### config.mk
export PLATFORM = sky130hd
export DESIGN_NAME = knn_top_k_vote
export DESIGN_NICKNAME = d
export VERILOG_FILES = /design/src/rtl/knn_pkg.sv /design/src/rtl/knn_cell.sv /design/src/rtl/knn_top_k_vote.sv
export SDC_FILE = /design/constraint.sdc
export NUM_CORES = 2
export LEC_CHECK = 0
export BUFFER_PORTS_ARGS = -buffer_cell sky130_fd_sc_hd__buf_2
export CAP_MARGIN = 15
export CORE_UTILIZATION = 40
export CTS_BUF_LIST = sky130_fd_sc_hd__clkbuf_8
export DETAILED_ROUTE_END_ITERATION = 10
export PLACE_DENSITY_LB_ADDON = 0.1
export SYNTH_ARGS = -nofsm -noshare
export SYNTH_HDL_FRONTEND = slang
export SYNTH_SLANG_ARGS = --single-unit
### constraint.sdc
create_clock -name clk_i -period 4.4 [get_ports clk_i]
set_clock_uncertainty 0.05 [all_clocks]
set_input_delay 0.44 -clock clk_i [delete_from_list [all_inputs] [get_ports clk_i]]
set_output_delay 0.44 -clock clk_i [all_outputs]
set_load 0.005 [all_outputs]
### src/rtl/knn_pkg.sv
`timescale 1ns / 1ps

package knn_pkg;

  // command field codes
  localparam logic CMD_CANDIDATE = 1'b0;
  localparam logic CMD_VOTE      = 1'b1;

  // configuration register indexes
  localparam logic REG_NEIGHBOUR_COUNT = 1'b0;
  localparam logic REG_EMPTY_DISTANCE  = 1'b1;

  localparam int CFG_DATA_W = 48;
  localparam int NCNT_W     = 5;
  localparam int NCNT_RST   = 5;
  localparam int EMPTY_W    = 48;

  // labels in half units
  localparam logic [1:0] LAB_ZERO = 2'd0;
  localparam logic [1:0] LAB_HALF = 2'd1;
  localparam logic [1:0] LAB_ONE  = 2'd2;

  // prediction codes
  localparam logic [1:0] PRED_ZERO = 2'd0;
  localparam logic [1:0] PRED_ONE  = 2'd1;
  localparam logic [1:0] PRED_TIE  = 2'd2;

  localparam logic [15:0] COUNT_MAX = 16'hFFFF;

  typedef enum logic [1:0] {
    ST_IDLE,
    ST_SUM,
    ST_DONE
  } vote_state_e;

  typedef struct packed {
    logic insert;  // candidate transfer this cycle
    logic drain;   // shift every slot one place toward slot 0
    logic clear;   // reload every slot with the empty entry
  } cell_ctrl_t;

endpackage

### src/rtl/knn_cell.sv
`timescale 1ns / 1ps

module knn_cell #(
  parameter int DISTANCE_BITS = 48
) (
  input  logic                     clk_i,
  input  logic                     rst_ni,
  input  knn_pkg::cell_ctrl_t      ctrl_i,
  input  logic                     active_i,
  input  logic [DISTANCE_BITS-1:0] cand_dist_i,
  input  logic [1:0]               cand_lab_i,
  input  logic [DISTANCE_BITS-1:0] empty_dist_i,
  input  logic [DISTANCE_BITS-1:0] rst_dist_i,
  input  logic [DISTANCE_BITS-1:0] prev_dist_i,
  input  logic [1:0]               prev_lab_i,
  input  logic                     prev_found_i,
  input  logic [DISTANCE_BITS-1:0] next_dist_i,
  input  logic [1:0]               next_lab_i,
  output logic [DISTANCE_BITS-1:0] dist_o,
  output logic [1:0]               lab_o,
  output logic                     found_o
);

  logic [DISTANCE_BITS-1:0] dist_q, dist_d;
  logic [1:0]               lab_q, lab_d;
  logic                     hit;

  // first active slot with a distance >= candidate takes it
  assign hit     = active_i && (cand_dist_i <= dist_q);
  assign found_o = prev_found_i || hit;

  always_comb begin
    dist_d = dist_q;
    lab_d  = lab_q;
    if (ctrl_i.clear) begin
      dist_d = empty_dist_i;
      lab_d  = knn_pkg::LAB_HALF;
    end else if (ctrl_i.drain) begin
      dist_d = next_dist_i;
      lab_d  = next_lab_i;
    end else if (ctrl_i.insert && active_i) begin
      if (prev_found_i) begin
        dist_d = prev_dist_i;
        lab_d  = prev_lab_i;
      end else if (hit) begin
        dist_d = cand_dist_i;
        lab_d  = cand_lab_i;
      end
    end
  end

  always_ff @(posedge clk_i or negedge rst_ni) begin
    if (!rst_ni) begin
      dist_q <= rst_dist_i;
      lab_q  <= knn_pkg::LAB_HALF;
    end else begin
      dist_q <= dist_d;
      lab_q  <= lab_d;
    end
  end

  assign dist_o = dist_q;
  assign lab_o  = lab_q;

endmodule

### src/rtl/knn_top_k_vote.sv
// Candidate: one transfer per cycle while idle, no result; the list takes it at the transfer edge.
// Vote: input stalls through K drain steps through the cell chain plus one finish step, longer
//   while the previous result still waits; the result is registered at the finish step, which
//   waits until the result register is free.
// Candidates are taken while a result waits; a second vote waits for the result register.
// Reset (async, active low): K = 5, empty distance all ones, every slot empty, count zero.
`timescale 1ns / 1ps

module knn_top_k_vote #(
  parameter int MAX_NEIGHBOURS = 16,
  parameter int DISTANCE_BITS  = 48
) (
  input  logic                           clk_i,
  input  logic                           rst_ni,
  // configuration writes
  input  logic                           cfg_we_i,
  input  logic                           cfg_idx_i,
  input  logic [knn_pkg::CFG_DATA_W-1:0] cfg_data_i,
  // input items
  input  logic                           in_valid_i,
  output logic                           in_ready_o,
  input  logic                           command_i,
  input  logic [DISTANCE_BITS-1:0]       distance_i,
  input  logic                           candidate_label_i,
  input  logic                           actual_label_i,
  // results
  output logic                           out_valid_o,
  input  logic                           out_ready_i,
  output logic [1:0]                     prediction_o,
  output logic                           correct_o,
  output logic [5:0]                     label_sum_halves_o,
  output logic [15:0]                    correct_count_o
);

  localparam int KW    = $clog2(MAX_NEIGHBOURS + 1);
  localparam int SUM_W = $clog2(2 * MAX_NEIGHBOURS + 1);
  localparam int KRst  = (knn_pkg::NCNT_RST > MAX_NEIGHBOURS) ? MAX_NEIGHBOURS
                                                              : knn_pkg::NCNT_RST;
  localparam logic [DISTANCE_BITS-1:0] EmptyRst =
    DISTANCE_BITS'({knn_pkg::EMPTY_W{1'b1}});

  // ---------------------------------------------------------------------------
  // Configuration. K is clamped to 1..MAX_NEIGHBOURS when written, so the rest
  // of the design only ever sees a legal count.
  // ---------------------------------------------------------------------------
  logic [KW-1:0]            k_q, k_wr;
  logic [DISTANCE_BITS-1:0] empty_q;
  logic [knn_pkg::NCNT_W-1:0] ncnt_wr;

  assign ncnt_wr = cfg_data_i[knn_pkg::NCNT_W-1:0];

  always_comb begin
    if (ncnt_wr == '0) begin
      k_wr = KW'(1);
    end else if (int'(ncnt_wr) > MAX_NEIGHBOURS) begin
      k_wr = KW'(MAX_NEIGHBOURS);
    end else begin
      k_wr = KW'(ncnt_wr);
    end
  end

  always_ff @(posedge clk_i or negedge rst_ni) begin
    if (!rst_ni) begin
      k_q     <= KW'(KRst);
      empty_q <= EmptyRst;
    end else if (cfg_we_i) begin
      case (cfg_idx_i)
        knn_pkg::REG_NEIGHBOUR_COUNT: k_q     <= k_wr;
        knn_pkg::REG_EMPTY_DISTANCE:  empty_q <= DISTANCE_BITS'(cfg_data_i);
        default: ;
      endcase
    end
  end

  // ---------------------------------------------------------------------------
  // Control
  // ---------------------------------------------------------------------------
  knn_pkg::vote_state_e state_q, state_d;
  knn_pkg::cell_ctrl_t  ctrl;

  logic              in_xfer, vote_xfer, cand_xfer;
  logic              out_free, finish;
  logic [KW-1:0]     cnt_q, cnt_d;
  logic [SUM_W-1:0]  sum_q, sum_d;
  logic              actual_q;
  logic [15:0]       total_q, total_d;
  logic              out_valid_q;
  logic [1:0]        pred;
  logic              ok;

  assign in_xfer   = in_valid_i && in_ready_o;
  assign vote_xfer = in_xfer && (command_i == knn_pkg::CMD_VOTE);
  assign cand_xfer = in_xfer && (command_i == knn_pkg::CMD_CANDIDATE);
  assign out_free  = !out_valid_q || out_ready_i;

  // next state
  always_comb begin
    state_d = state_q;
    case (state_q)
      knn_pkg::ST_IDLE: if (vote_xfer) state_d = knn_pkg::ST_SUM;
      knn_pkg::ST_SUM:  if (cnt_q == KW'(1)) state_d = knn_pkg::ST_DONE;
      knn_pkg::ST_DONE: if (out_free) state_d = knn_pkg::ST_IDLE;
      default:          state_d = knn_pkg::ST_IDLE;
    endcase
  end

  // state outputs
  always_comb begin
    in_ready_o = 1'b0;
    ctrl       = '0;
    finish     = 1'b0;
    case (state_q)
      knn_pkg::ST_IDLE: begin
        in_ready_o  = 1'b1;
        ctrl.insert = cand_xfer;
      end
      knn_pkg::ST_SUM: begin
        ctrl.drain = 1'b1;
      end
      knn_pkg::ST_DONE: begin
        finish     = out_free;
        ctrl.clear = out_free;
      end
      default: ;
    endcase
  end

  always_ff @(posedge clk_i or negedge rst_ni) begin
    if (!rst_ni) begin
      state_q <= knn_pkg::ST_IDLE;
    end else begin
      state_q <= state_d;
    end
  end

  // ---------------------------------------------------------------------------
  // Cell chain. On insert the found flag ripples from slot 0 down; on a drain
  // every slot takes its right neighbor and slot 0 falls into the accumulator.
  // ---------------------------------------------------------------------------
  logic [DISTANCE_BITS-1:0] dist_a  [MAX_NEIGHBOURS+1];
  logic [1:0]               lab_a   [MAX_NEIGHBOURS+1];
  logic                     found_a [MAX_NEIGHBOURS+1];
  logic [1:0]               cand_lab;

  assign cand_lab = candidate_label_i ? knn_pkg::LAB_ONE : knn_pkg::LAB_ZERO;

  assign dist_a[MAX_NEIGHBOURS] = empty_q;
  assign lab_a[MAX_NEIGHBOURS]  = knn_pkg::LAB_HALF;
  assign found_a[0]             = 1'b0;

  logic [DISTANCE_BITS-1:0] prev_dist [MAX_NEIGHBOURS];
  logic [1:0]               prev_lab  [MAX_NEIGHBOURS];

  for (genvar i = 0; i < MAX_NEIGHBOURS; i++) begin : g_cell
    logic [DISTANCE_BITS-1:0] dist_c;
    logic [1:0]               lab_c;
    logic                     found_c;

    if (i == 0) begin : g_head
      assign prev_dist[i] = distance_i;
      assign prev_lab[i]  = cand_lab;
    end else begin : g_body
      assign prev_dist[i] = dist_a[i-1];
      assign prev_lab[i]  = lab_a[i-1];
    end

    knn_cell #(
      .DISTANCE_BITS (DISTANCE_BITS)
    ) u_cell (
      .clk_i        (clk_i),
      .rst_ni       (rst_ni),
      .ctrl_i       (ctrl),
      .active_i     (KW'(i) < k_q),
      .cand_dist_i  (distance_i),
      .cand_lab_i   (cand_lab),
      .empty_dist_i (empty_q),
      .rst_dist_i   (EmptyRst),
      .prev_dist_i  (prev_dist[i]),
      .prev_lab_i   (prev_lab[i]),
      .prev_found_i (found_a[i]),
      .next_dist_i  (dist_a[i+1]),
      .next_lab_i   (lab_a[i+1]),
      .dist_o       (dist_c),
      .lab_o        (lab_c),
      .found_o      (found_c)
    );

    assign dist_a[i]    = dist_c;
    assign lab_a[i]     = lab_c;
    assign found_a[i+1] = found_c;
  end

  // ---------------------------------------------------------------------------
  // Vote: K drain steps accumulate the labels of slots 0..K-1
  // ---------------------------------------------------------------------------
  always_comb begin
    cnt_d = cnt_q;
    sum_d = sum_q;
    if (vote_xfer) begin
      cnt_d = k_q;
      sum_d = '0;
    end else if (ctrl.drain) begin
      cnt_d = cnt_q - KW'(1);
      sum_d = sum_q + SUM_W'(lab_a[0]);
    end
  end

  always_ff @(posedge clk_i) begin
    cnt_q <= cnt_d;
    sum_q <= sum_d;
    if (vote_xfer) actual_q <= actual_label_i;
  end

  // sum is in half units, so K halves is the tie point
  always_comb begin
    if (sum_q < SUM_W'(k_q)) begin
      pred = knn_pkg::PRED_ZERO;
    end else if (sum_q > SUM_W'(k_q)) begin
      pred = knn_pkg::PRED_ONE;
    end else begin
      pred = knn_pkg::PRED_TIE;
    end
  end

  assign ok = (pred == {1'b0, actual_q});

  always_comb begin
    total_d = total_q;
    if (finish && ok && (total_q != knn_pkg::COUNT_MAX)) begin
      total_d = total_q + 16'd1;
    end
  end

  always_ff @(posedge clk_i or negedge rst_ni) begin
    if (!rst_ni) begin
      total_q     <= '0;
      out_valid_q <= 1'b0;
    end else begin
      total_q <= total_d;
      if (finish) begin
        out_valid_q <= 1'b1;
      end else if (out_ready_i) begin
        out_valid_q <= 1'b0;
      end
    end
  end

  // result register
  always_ff @(posedge clk_i) begin
    if (finish) begin
      prediction_o       <= pred;
      correct_o          <= ok;
      label_sum_halves_o <= 6'(sum_q);
      correct_count_o    <= total_d;
    end
  end

  assign out_valid_o = out_valid_q;

endmodule

==> flow_summary.ini <==
[status]
outcome = finished with violations
violations = negative setup slack

[clock_network]
cts-htree-levels = 4
cts_tree = done
clock_latency_ns = 1.00
cts_max_path_buffers = 3
numCtsBuffers = 182
cts-root-buf = clkbuf_8
path_clk_slew_ns = 0.06
clkSinkCount = 909

[placed_design]
place_inst = 10700
gp_congestion = 0.971
place_hpwl_um = 223000
portBuffers = 131

[run]
cap_violations = 0

[timing]
finalSetupViolCount = 675
min_period_ns = 4.92
final.setup.worst_slack_ns = -0.523
fmax_ghz = 0.203
final_max_slew_viol_count = 0
slew_headroom_pct = 29.4
worst_slew_pin_slew_ns = 1.06
rsz0062_at_grt = yes
finalHoldViolCount = 0
finalCritPeriodShare_pct = 112

[layout]
nNetsFinal = 9724
fin_cells = 11300
drive_above_1_share_pct = 33.6
area_growth_pct = 30.4
fillers = 15900
seqCellArea_um2 = 23900
multi_input_area_um2 = 43000

[drt]
antenna_left = 0
drcViolationCount = 0
drtIter0Drc = 7747
vias = 70800
drt_pass1_iterations = 6
routed_via_density = 6.26
wl_per_cell_um = 30.3
wl_um = 343000

[floorplan]
die_y_um = 420
die_w_um = 420
ios = 132
row_count = 152
die_area_um2 = 176000
coreArea_um2 = 172000
initial_core_util_pct = 40.5

[synth]
yosys-top-cells-area = dfstp_2, ha_1, a21oi_1
syn_nets = 8788
syn_avg_cell_area_um2 = 8.82
ys_seq_elements = 909
synth-main-ff-cell = dfstp_2
ys_seq_area_share_pct = 34.3
syn_inst = 7904
yosysMostFrequentCell = dfstp_2
ys_top_cells_by_count = dfstp_2, a21oi_1, inv_1
synth_top_area_share_pct = 31.4
syn_area_um2 = 69700
async_flop_share_pct = 95.9
synth_edf_count = 31
synth_cell_types = 79
yosys.area.top_type = dfstp_2
yosysWarnings = 0

[worst_setup_path]
startpoint_type = flop
endpoint_kind = flop
cp.required_ns = 5.25
r2r_slack_ns = -0.52
path_max_fanout = 5
path_class = reg -> reg
arrival_ns = 5.77

[global_route]
grt_util_all_layers_pct = 37.0
grt_first_pass_wirelength_um = 477000
grt_overflow = 0
first_global_vias = 67700
grt_max_degree = 179
antenna_found_initial = 14

[power_and_ir_drop]
powerDensity_nw_per_um2 = 846
vdd_ir_drop_max_v = 0.000664
total_power_mw = 76.9
p_leak_nw = 39.5

[hold_path]
hold_path.class = in -> reg
==> per-layer routing <==
| metal | global-route usage (%) | vias up | part of all wire, % |
|---|---|---|---|
| met4 | 23.9 | 6 | 7.6 |
| met2 | 55.4 | 3677 | 43 |
| met5 | 0 | - | 0.013 |
| met3 | 8.23 | 959 | 9.7 |
| li1 | - | 31000 | - |
| met1 | 47.8 | 35200 | 40 |
==> timing repair <==
item                                    in CTS  in global routing
endpoints found under the hold margin      205                  0
endpoints found under the setup margin     800                702
setup buffers                               61                 64
pin swaps                                   76                124
gates resized for setup                    490                438
hold buffers                                88                  0
cloned                                      57                 32
==> sequential cells by signal (all words and copies together) (netlist names) <==
name and count:
prediction_o 2, correct_count_o 16, label_sum_halves_o 6, g_cell.u_cell.dist_o 768, total_q 16, sum_q 6, empty_q 48, cnt_q 5
correct_o 1, actual_q 1, state_q 2, out_valid_o 1, g_cell.u_cell.lab_o 32, k_q 5
==> cells by family after synthesis <==
kind of cell / count (synthesis) / share of synthesized area (%)
multiplexers: 548 / 8.27
AO/OA/AOI/OAI: 2696 / 25.1
flip-flops: 909 / 34.3
buffers and inverters: 1413 / 7.80
XOR/XNOR: 21 / 0.264
AND/OR/NAND/NOR: 1538 / 10.3
adder cells (fa/ha/maj): 779 / 14.0
==> metrics by stage <==
step	setup TNS [ns]	cell area (um^2)	hold slack, ns	worst slack, ns	util [%]
3_3_place_gp	-595.00	79800	0.429	-1.17	46.3
6_report	-206.68	90900	0.0683	-0.523	52.8
5_1_grt	-242.88	90900	0.0571	-0.549	52.8
2_1_floorplan	0	69700	0.0944	0.227	-
3_5_place_dp	-609.20	79800	0.427	-1.15	46.3
4_1_cts	-75.13	88200	0.00416	-0.291	51.2
==> path summary, 6_finish.rpt <==
kind	endpoint	cells after the start	startpoint
min in group asynchronous	g_cell[11].u_cell.dist_o[46]$_DFFE_PN1P_	2	rst_ni
hold reg to reg	g_cell[12].u_cell.dist_o[30]$_DFFE_PN1P_	2	g_cell[12].u_cell.dist_o[30]$_DFFE_PN1P_
setup reg to reg	g_cell[7].u_cell.dist_o[26]$_DFFE_PN1P_	20	g_cell[3].u_cell.dist_o[46]$_DFFE_PN1P_
setup / recovery	g_cell[7].u_cell.dist_o[26]$_DFFE_PN1P_	20	g_cell[3].u_cell.dist_o[46]$_DFFE_PN1P_
max in group asynchronous	g_cell[6].u_cell.dist_o[26]$_DFFE_PN1P_	4	rst_ni
hold / removal	g_cell[8].u_cell.dist_o[16]$_DFFE_PN1P_	4	distance_i[16]
==> placed cells by master, fill, tap and decap left out, types with 168 or more instances in the layout <==
master / Yosys / routed
nand2_1: 506 / 478
dfstp_2: 834 / 834
inv_1: 794 / 846
o211ai_1: 168 / 168
mux2_2: 227 / 190
a21oi_1: 809 / 799
clkbuf_8: 0 / 239
o21ai_0: 554 / 371
ha_1: 778 / 768
nor2_1: 398 / 391
mux2i_1: 321 / 311
buf_4: 11 / 824
==> report_power, final <==
group	leakage [nW]	internal, mW	switching, mW
combinational	27.7	20.8	27.5
clock	2.22	5.10	4.44
sequential	9.59	15.3	3.90
total	39.5	41.1	35.8
==> critical path, cell delays in order, from the launching register on <==
cell and delay [ns]:
dfstp_2 0.53, inv_1 0.05, ha_1 0.28, nand4_1 0.18, buf_6 0.20, or4_4 0.58, nand3b_1 0.35, nor3_2 0.24
buf_4 0.19, a2111oi_2 0.08, a21oi_2 0.25, buf_4 0.17, nand2_4 0.06, nor4_4 0.25, buf_4 0.19, buf_12 0.14
clkbuf_16 0.20, buf_4 0.12, mux2_2 0.34, a221oi_1 0.27, a21oi_1 0.11
==> cell type report <==
type                       count  area share (%)
multi-input combinational   5582            47.3
sequential                   909            26.3
timing repair buffer        1371            15.7
clock buffer                 239            3.62
inverter                     794            3.28
tap                         2310            3.18
clock inverter                97           0.625
antenna                        5          0.0138
No activity file was read; power rests on OpenSTA's default activity.
